File: src/hw/rtl/assert_macros.svh
// Assertion macros used by the top-level RTL file.
`ifndef ASSERT_MACROS_SVH
`define ASSERT_MACROS_SVH
`ifndef NO_ASSERTIONS
`define CHK_IMPL(label, clk, rst_n, a, c) \
  label: assert property (@(posedge clk) disable iff (!rst_n) (a) |-> (c)) \
    else $error("check failed");
`define CHK_NEXT(label, clk, rst_n, a, c) \
  label: assert property (@(posedge clk) disable iff (!rst_n) (a) |=> (c)) \
    else $error("check failed");
`else
`define CHK_IMPL(label, clk, rst_n, a, c)
`define CHK_NEXT(label, clk, rst_n, a, c)
`endif
`endif

File: src/hw/rtl/chmc_pkg.sv
// Package with the types, constants and commands of the convex hull block.
package chmc_pkg;
  localparam int MaxPoints  = 64;
  localparam int CoordBits  = 16;
  localparam int StackDepth = 2 * MaxPoints;
  localparam int IdxW       = $clog2(MaxPoints);
  localparam int CntW       = $clog2(MaxPoints + 1);
  localparam int SpW        = $clog2(StackDepth + 1);
  localparam int ProdW      = 2 * (CoordBits + 1);

  typedef logic signed [CoordBits-1:0] coord_t;

  typedef enum logic [3:0] {
    ST_LOAD, ST_SORT_RD, ST_SORT_CMP, ST_SORT_WR,
    ST_CH_RD, ST_CH_CMP, ST_CH_PUSH, ST_OUT_RD, ST_OUT
  } state_t;

  typedef enum logic [1:0] {
    PH_LOWER, PH_UPPER
  } phase_t;

  // Commands from controller to datapath.
  typedef struct packed {
    logic store;     // store the input point
    logic clr_ovf;
    logic set_ovf;
    logic sort_init; // i = 1, read key
    logic sort_rd;   // read store[j-1]
    logic sort_shift;// store[j] = store[j-1], j--
    logic sort_put;  // store[j] = key, i++
    logic ch_init;   // start lower chain
    logic ch_rd;     // read two stack tops and the point
    logic ch_pop;
    logic ch_push;   // push point, advance index
    logic up_init;   // start upper chain
    logic out_init;
    logic out_rd;
    logic out_adv;
    logic clear;
  } cmd_t;

  typedef struct packed {
    logic full;
    logic sort_done;   // i >= count
    logic sort_move;   // j > 0 and store[j-1] > key
    logic ch_done;     // no point left in this phase
    logic ch_can_pop;  // depth enough and bad turn
    logic out_last;
    logic upper;       // upper chain in progress
  } stat_t;
endpackage

File: src/hw/rtl/chmc_ctrl.sv
// Controller state machine sequencing load, sort, chain and output.
module chmc_ctrl (
  input  logic             clk,
  input  logic             rst_n,
  input  logic             in_valid,
  output logic             in_ready,
  input  logic             in_last,
  output logic             out_valid,
  input  logic             out_ready,
  output logic             out_last,
  input  chmc_pkg::stat_t  stat,
  input  logic [chmc_pkg::CntW-1:0] cnt,
  output chmc_pkg::cmd_t   cmd
);
  chmc_pkg::state_t state_r, state_nxt;
  logic [1:0] wait_r, wait_nxt;
  logic last_r, last_nxt;
  logic acc;
  logic to_upper, to_out;

  assign acc = in_valid && in_ready;

  chmc_seq u_seq (
    .state(state_r), .stat, .up(stat.upper), .to_upper, .to_out
  );

  always_ff @(posedge clk) begin
    if (!rst_n) begin
      state_r <= chmc_pkg::ST_LOAD; wait_r <= '0; last_r <= 1'b0;
    end else begin
      state_r <= state_nxt; wait_r <= wait_nxt; last_r <= last_nxt;
    end
  end

  // Next state.
  always_comb begin
    state_nxt = state_r; wait_nxt = wait_r; last_nxt = last_r;
    unique case (state_r)
      chmc_pkg::ST_LOAD:
        if (acc && in_last) begin
          if (cnt == 0 && stat.full) state_nxt = chmc_pkg::ST_LOAD;
          else if (cnt == 0) state_nxt = chmc_pkg::ST_OUT_RD;
          else state_nxt = chmc_pkg::ST_SORT_RD;
        end
      chmc_pkg::ST_SORT_RD:
        state_nxt = stat.sort_done ? chmc_pkg::ST_CH_RD : chmc_pkg::ST_SORT_CMP;
      chmc_pkg::ST_SORT_CMP:
        state_nxt = stat.sort_move ? chmc_pkg::ST_SORT_RD : chmc_pkg::ST_SORT_WR;
      chmc_pkg::ST_SORT_WR:
        state_nxt = chmc_pkg::ST_SORT_RD;
      chmc_pkg::ST_CH_RD:
        if (to_upper) state_nxt = chmc_pkg::ST_CH_RD;
        else if (to_out) state_nxt = chmc_pkg::ST_OUT_RD;
        else begin
          wait_nxt = 2'd2;
          state_nxt = chmc_pkg::ST_CH_CMP;
        end
      chmc_pkg::ST_CH_CMP:
        if (wait_r != 0) wait_nxt = wait_r - 1'b1;
        else state_nxt = stat.ch_can_pop ? chmc_pkg::ST_CH_RD : chmc_pkg::ST_CH_PUSH;
      chmc_pkg::ST_CH_PUSH:
        state_nxt = chmc_pkg::ST_CH_RD;
      chmc_pkg::ST_OUT_RD: begin
        last_nxt = stat.out_last;
        state_nxt = chmc_pkg::ST_OUT;
      end
      chmc_pkg::ST_OUT:
        if (out_ready) state_nxt = last_r ? chmc_pkg::ST_LOAD : chmc_pkg::ST_OUT_RD;
      default: state_nxt = chmc_pkg::ST_LOAD;
    endcase
  end

  // Outputs.
  always_comb begin
    cmd = '0;
    in_ready = 1'b0; out_valid = 1'b0;
    out_last = last_r;
    unique case (state_r)
      chmc_pkg::ST_LOAD: begin
        in_ready = 1'b1;
        cmd.store   = acc && !stat.full;
        cmd.set_ovf = acc && stat.full;
        if (acc && in_last) begin
          cmd.sort_init = 1'b1;
          if (cnt == 0 && stat.full) cmd.clear = 1'b1;
          else if (cnt == 0) cmd.out_init = 1'b1;
        end
      end
      chmc_pkg::ST_SORT_RD: begin
        cmd.sort_rd = !stat.sort_done;
        if (stat.sort_done) begin
          cmd.ch_init = !(cnt == 1);
        end
      end
      chmc_pkg::ST_SORT_CMP: cmd.sort_shift = stat.sort_move;
      chmc_pkg::ST_SORT_WR: cmd.sort_put = 1'b1;
      chmc_pkg::ST_CH_RD: begin
        cmd.up_init  = to_upper;
        cmd.out_init = to_out;
        cmd.ch_rd    = !to_upper && !to_out;
      end
      chmc_pkg::ST_CH_CMP:
        if (wait_r == 0) cmd.ch_pop = stat.ch_can_pop;
      chmc_pkg::ST_CH_PUSH: cmd.ch_push = 1'b1;
      chmc_pkg::ST_OUT_RD: cmd.out_rd = 1'b1;
      chmc_pkg::ST_OUT: begin
        out_valid = 1'b1;
        if (out_ready) begin
          cmd.out_adv = 1'b1;
          cmd.clear = last_r;
        end
      end
      default: cmd = '0;
    endcase
  end
endmodule

File: src/hw/rtl/chmc_seq.sv
// Chain sequencing helper: finishes each pass and starts the next.
module chmc_seq (
  input  chmc_pkg::state_t  state,
  input  chmc_pkg::stat_t   stat,
  input  logic              up,
  output logic              to_upper,
  output logic              to_out
);
  always_comb begin
    to_upper = (state == chmc_pkg::ST_CH_RD) && stat.ch_done && !up;
    to_out   = (state == chmc_pkg::ST_CH_RD) && stat.ch_done && up;
  end
endmodule

File: config.mk
export PLATFORM = sky130hd
export DESIGN_NAME = chmc_ctrl
export DESIGN_NICKNAME = d
export VERILOG_FILES = /design/src/hw/rtl/assert_macros.svh /design/src/hw/rtl/chmc_pkg.sv /design/src/hw/rtl/chmc_ctrl.sv /design/src/hw/rtl/chmc_seq.sv
export SDC_FILE = /design/constraint.sdc
export NUM_CORES = 1
export LEC_CHECK = 0
export ABC_CLOCK_PERIOD_IN_PS = 1700
export BUFFER_PORTS_ARGS = -buffer_cell sky130_fd_sc_hd__clkbuf_2
export CAP_MARGIN = 20
export CORE_AREA = 2 2 44 46
export DETAILED_ROUTE_END_ITERATION = 12
export DIE_AREA = 0 0 46 48
export PLACE_DENSITY = 0.69
export RECOVER_POWER = 100
export SLEW_MARGIN = 20
export SYNTH_ARGS = -nofsm -noshare
export SYNTH_HDL_FRONTEND = slang
export SYNTH_HIERARCHICAL = 1
export SYNTH_SLANG_ARGS = --single-unit
File: constraint.sdc
create_clock -name clk -period 1.7 [get_ports clk]
set_input_delay 0.085 -clock clk [delete_from_list [all_inputs] [get_ports clk]]
set_output_delay 0.085 -clock clk [all_outputs]
set_load 0.01 [all_outputs]
## After elaboration in Yosys (flattened, before gate mapping)

Index checks and enable logic that the tools add are counted.

| storage, ports and cells | value |
|---|---|
| bits in registers | 7 |
| bits of input ports | 19 |
| output and inout bits | 19 |
| logic and storage cells | 82 |

| operators by class | value |
|---|---|
| add/subtract/negate cells | 1 |
| equality and inequality tests | 15 |
| muxes and demuxes | 41 |
| reductions and logical operators | 22 |

Operators with widths:

| operator | number |
|---|---|
| $pmux W4 S9 | 1 |
| $mux W1 | 21 |
| $mux W2 | 9 |
| $eq A4 B3 Y1 const B | 4 |
| $mux W3 | 4 |
| $mux W4 | 3 |
| $ne A2 B2 Y1 const B | 6 |
| $logic_and A1 B1 Y1 | 9 |
| $eq A4 B2 Y1 const B | 2 |
| $eq A7 B1 Y1 const B | 1 |
| $logic_not A7 Y1 | 1 |
| $logic_not A1 Y1 | 6 |
| $eq A4 B1 Y1 const B | 1 |
| $eq A4 B4 Y1 const B | 1 |
| $logic_not A4 Y1 | 1 |
| $pmux W1 S2 | 2 |
| $pmux W2 S2 | 1 |
| $reduce_and A4 Y1 | 1 |
| $reduce_bool A2 Y1 | 2 |
| $reduce_and A3 Y1 | 1 |
| $logic_not A2 Y1 | 1 |
| $sub A2 B1 Y2 const B | 1 |

## Depth between registers and ports, before layout

| depth | value |
|---|---|
| depth after elaboration | 6 |
| gate-level depth with buffers | 6 |
| mapped depth without buffers | 5 |

## Modules after synthesis

Netlist, hierarchy kept.

By module, submodules not included:

| module | times used | cells an instance | area each (um^2) | seq. area each (um^2) |
|---|---|---|---|---|
| chmc_ctrl | 1 | 85 | 656.9 | 140.1 |
| chmc_seq | 1 | 5 | 36.3 | 0.0 |

## Worst setup path before layout

No wires, ideal clock.

| timing path | value |
|---|---|
| kind | register to output |
| start point | reg state_r[0] |
| end point | out cmd[0] (netlist name) |
| data arrival time | 1.499 ns |
| required time | 1.615 ns |
| path slack | 0.116 ns |
| cell stages (with the launch flop) | 6 |
| path buffers | 1 |
| cell sequence | dfxtp_1 buf_6 nor4_4 and3_1 nand2_1 o21ai_1 |

RTL lines:

| item | line | text |
|---|---|---|
| start, declared | chmc_ctrl.sv:15 | `chmc_pkg::state_t state_r, state_nxt;` |
| start signal, assigned | chmc_ctrl.sv:31 | `state_r <= state_nxt; wait_r <= wait_nxt; last_r <= last_nxt;` |
| end, declared | chmc_ctrl.sv:13 | `output chmc_pkg::cmd_t cmd` |

==> run_results.csv <==
group,metric,value,unit
route,vias,836,
pwr,p_int,0.357,mW
worst_setup_path,r2r.worst_path.cells,7,
pwr,combinationalPowerShare,0.358,
timing,finClkSkew,0.00402,ns
worst_setup_path,slowest_delay,0.56,ns
clock_tree,htreeDepth,1,
synthesis,yosys.area.top_type,"dfxtp_1",
worst_setup_path,rrSetupSlack,0,ns
pwr,p_switching,0.162,mW
grt,grt_overflow,0,
route,postRouteAntennaNets,0,
placed_design,dp_hpwl,1.50,mm
worst_setup_path,path_delay_family,"simple AND/OR/NAND/NOR gates",
synthesis,yosys_warnings,6,
floorplanning,ios,38,
timing,rsz0062_at_grt,"yes",
grt,grt_use_total,0.187,
clock_tree,clock_latency,0.26,ns
worst_setup_path,path_cells,"or4b_4, inv_2, and2_4, nand2_2, o21ai_2, buf_2",
synthesis,ys_seq_area_frac,0.202,
placed_design,placed_area,902,um2
synthesis,syn_inst,90,
pwr,seqPwrFrac,0.341,
cells_and_area,drive_gt1_frac,0.532,
clock_tree,clk_path_buf_depth,2,
timing,finalMaxSlewViolations,0,
worst_setup_path,cp.arrival,1.64,ns
route,wire_per_inst,13.4,um
floorplanning,rows,15,
floorplanning,start_util,0.410,
cells_and_area,diodes,0,
grt,grt_max_degree,12,
grt,grt_pass1_wl,2.93,mm
worst_setup_path,crit_type,"flip-flop to primary output",
worst_setup_path,reg2reg_to,"wait_r[0]",
timing,finalWorstSetupSlack,-0.0203,ns
cells_and_area,stdcell_area,1060,um2
timing,holdWs,0.0639,ns
worst_setup_path,setup.worst_path.end,"cmd[0]",
route,drtIter0Drc,30,
grt,antenna_found_initial,0,
worst_setup_path,path_max_fanout,4,
synthesis,ys_seq_elements,7,
synthesis,synth_common_cells,"nand2_1, nor2_1, dfxtp_1",
synthesis,synthFlopType,"dfxtp_1",
worst_setup_path,crit_required,1.62,ns
worst_setup_path,path_buf_inv,2,
clock_tree,cts_tree,"done",
status,violations,"negative setup slack",
route,wl,2.11,mm
worst_setup_path,cpMaxStageDelayCell,"or4b_4",
route,drc,0,
timing,setup_violations,1,
synthesis,synth_edf_count,0,
clock_tree,path_clk_slew,0.06,ns
floorplanning,die_area,2210,um2
timing,hold_violations,0,
synthesis,synth-async-reset-ratio,0,
job,maxCapViolCount,0,
pwr,ir_drop,0.000350,V
timing,fin_crit,1.72,ns
hold_path,hold_class,"input pin to flip-flop",
synthesis,synth_top_area_share,0.202,
synthesis,synth_area_leaders,"dfxtp_1, nand2_1, nor2_1",
cells_and_area,layout.nets,162,
placed_design,place_congestion,0.846,
pwr,sw_frac_of_total,0.312,
synthesis,synth_area_per_cell,7.70,um2
status,status,"finished, violations left",
synthesis,syn_area,693,um2
worst_setup_path,cp-end-kind,"primary output",
synthesis,yosysMostFrequentCell,"nand2_1",
cells_and_area,synthToLayoutAreaGrowth,52.7,%
worst_setup_path,crit_path_start_kind,"flip-flop",
floorplanning,die_x,46,um
clock_tree,cts_buffers,3,
pwr,powerDensity,490,nW/um2
clock_tree,root_buffer,"clkbuf_4",
clock_tree,clock-sinks,7,
placed_design,place.port_buffers,36,
pwr,p_clk_frac,0.302,
floorplanning,die_h,48,um
route,viasPerCell,5.29,
route,dr.pass1.iters,4,
synthesis,synth_cell_types,41,
synthesis,synth_fp_nets,110,
grt,grt_pass1_vias,683,
floorplanning,core_area,1690,um2
worst_setup_path,cp.depth,6,
timing,period_share,1.01,
timing,clock.fmax,0.581,GHz
pwr,p_leak,0.485,nW
worst_setup_path,regToRegStartpoint,"state_r[2]",
worst_setup_path,startpoint,"state_r[2]",
## power by group through the flow
| stage | Combinational [mW] | Sequential (mW) | Clock, mW |
|---|---|---|---|
| floorplan | 0.0880 | 0.178 | 0 |
| global placement | 0.138 | 0.180 | 0 |
| detailed placement | 0.140 | 0.180 | 0 |
| CTS | 0.144 | 0.176 | 0.160 |
| global route | 0.201 | 0.177 | 0.176 |
| finish | 0.185 | 0.177 | 0.157 |
## cells in the final DEF (no fill, tap or decap), types with 2 or more instances in the layout
cell and instances:
a31oi_1 2, nand2_2 3, clkbuf_2 30, buf_4 13
nor4b_1 2, nand2b_1 3, clkbuf_1 3, mux2i_1 2
o21ai_2 2, clkbuf_4 3, inv_1 6, or3_1 3
buf_2 4, nor3_1 5, nor4_1 2, dfxtp_4 2
dfxtp_1 5, a21oi_1 5, nand2_1 7, nor2_1 8
## worst min-delay path, stage by stage
cell      delay (ns)
clkbuf_2        0.07
mux2i_1         0.05
nor2_1          0.07
## layer usage
layer	GRT usage	share of wire	vias to the layer above
li1	-	-	425
met2	0.314	0.50	26
met4	0.0686	0.018	0
met1	0.244	0.44	381
met3	0.0226	0.036	4
met5	0	0	-
## area by class of cell
cell class,count,area [um2]
clock buffer,4,26.3
sequential,7,148
multi-input combinational,71,515
fill,145,631
timing repair buffer,52,322
tap,17,21.3
inverter,7,26.3
## cells by family (layout without fill, tap and decap cells)
logic type	count (synthesis)	count (layout)	share of synthesized area
AND/OR/NAND/NOR	49	49	0.459
adder cells (fa/ha/maj)	1	1	0.0180
multiplexers	2	2	0.0289
flip-flops	7	7	0.202
other	1	1	0.00541
AO/OA/AOI/OAI	18	18	0.184
buffers and inverters	12	63	0.103
## metrics by stage
| step | util | total power, mW | setup WS, ns | cells | TNS (ns) |
|---|---|---|---|---|---|
| floorplan | - | 0.266 | 0.116 | 90 | 0 |
| global placement | 0.534 | 0.318 | 0.150 | 145 | 0 |
| detailed placement | 0.534 | 0.320 | 0.0105 | 145 | 0 |
| CTS | 0.571 | 0.480 | -0.0550 | 151 | -0.0550 |
| global route | 0.627 | 0.554 | -0.104 | 158 | -0.482 |
| finish | 0.627 | 0.519 | -0.0203 | 158 | -0.0203 |
## registers in the layout (all words and copies together), names as in the netlist
register  cells
wait_r        2
state_r       4
out_last      1
## how the worst min path moves through the flow
stage,from,endpoint,cells after the start
after CTS,stat[1],out_last,3
after detailed placement,rst_n,state_r[3],2
after global placement,stat[1],out_last,3
final,stat[1],out_last,3
after global routing,stat[1],out_last,3
after floorplan,rst_n,state_r[0],2
## what timing repair did
item | in CTS | in global routing
hold buffers | 0 | 0
setup endpoints to repair | 4 | 7
pin swaps | 2 | 5
endpoints found under the hold margin | 0 | 0
setup buffers | 2 | 7
gates resized for setup | 4 | 16
Power figures use the tool's default switching activity.
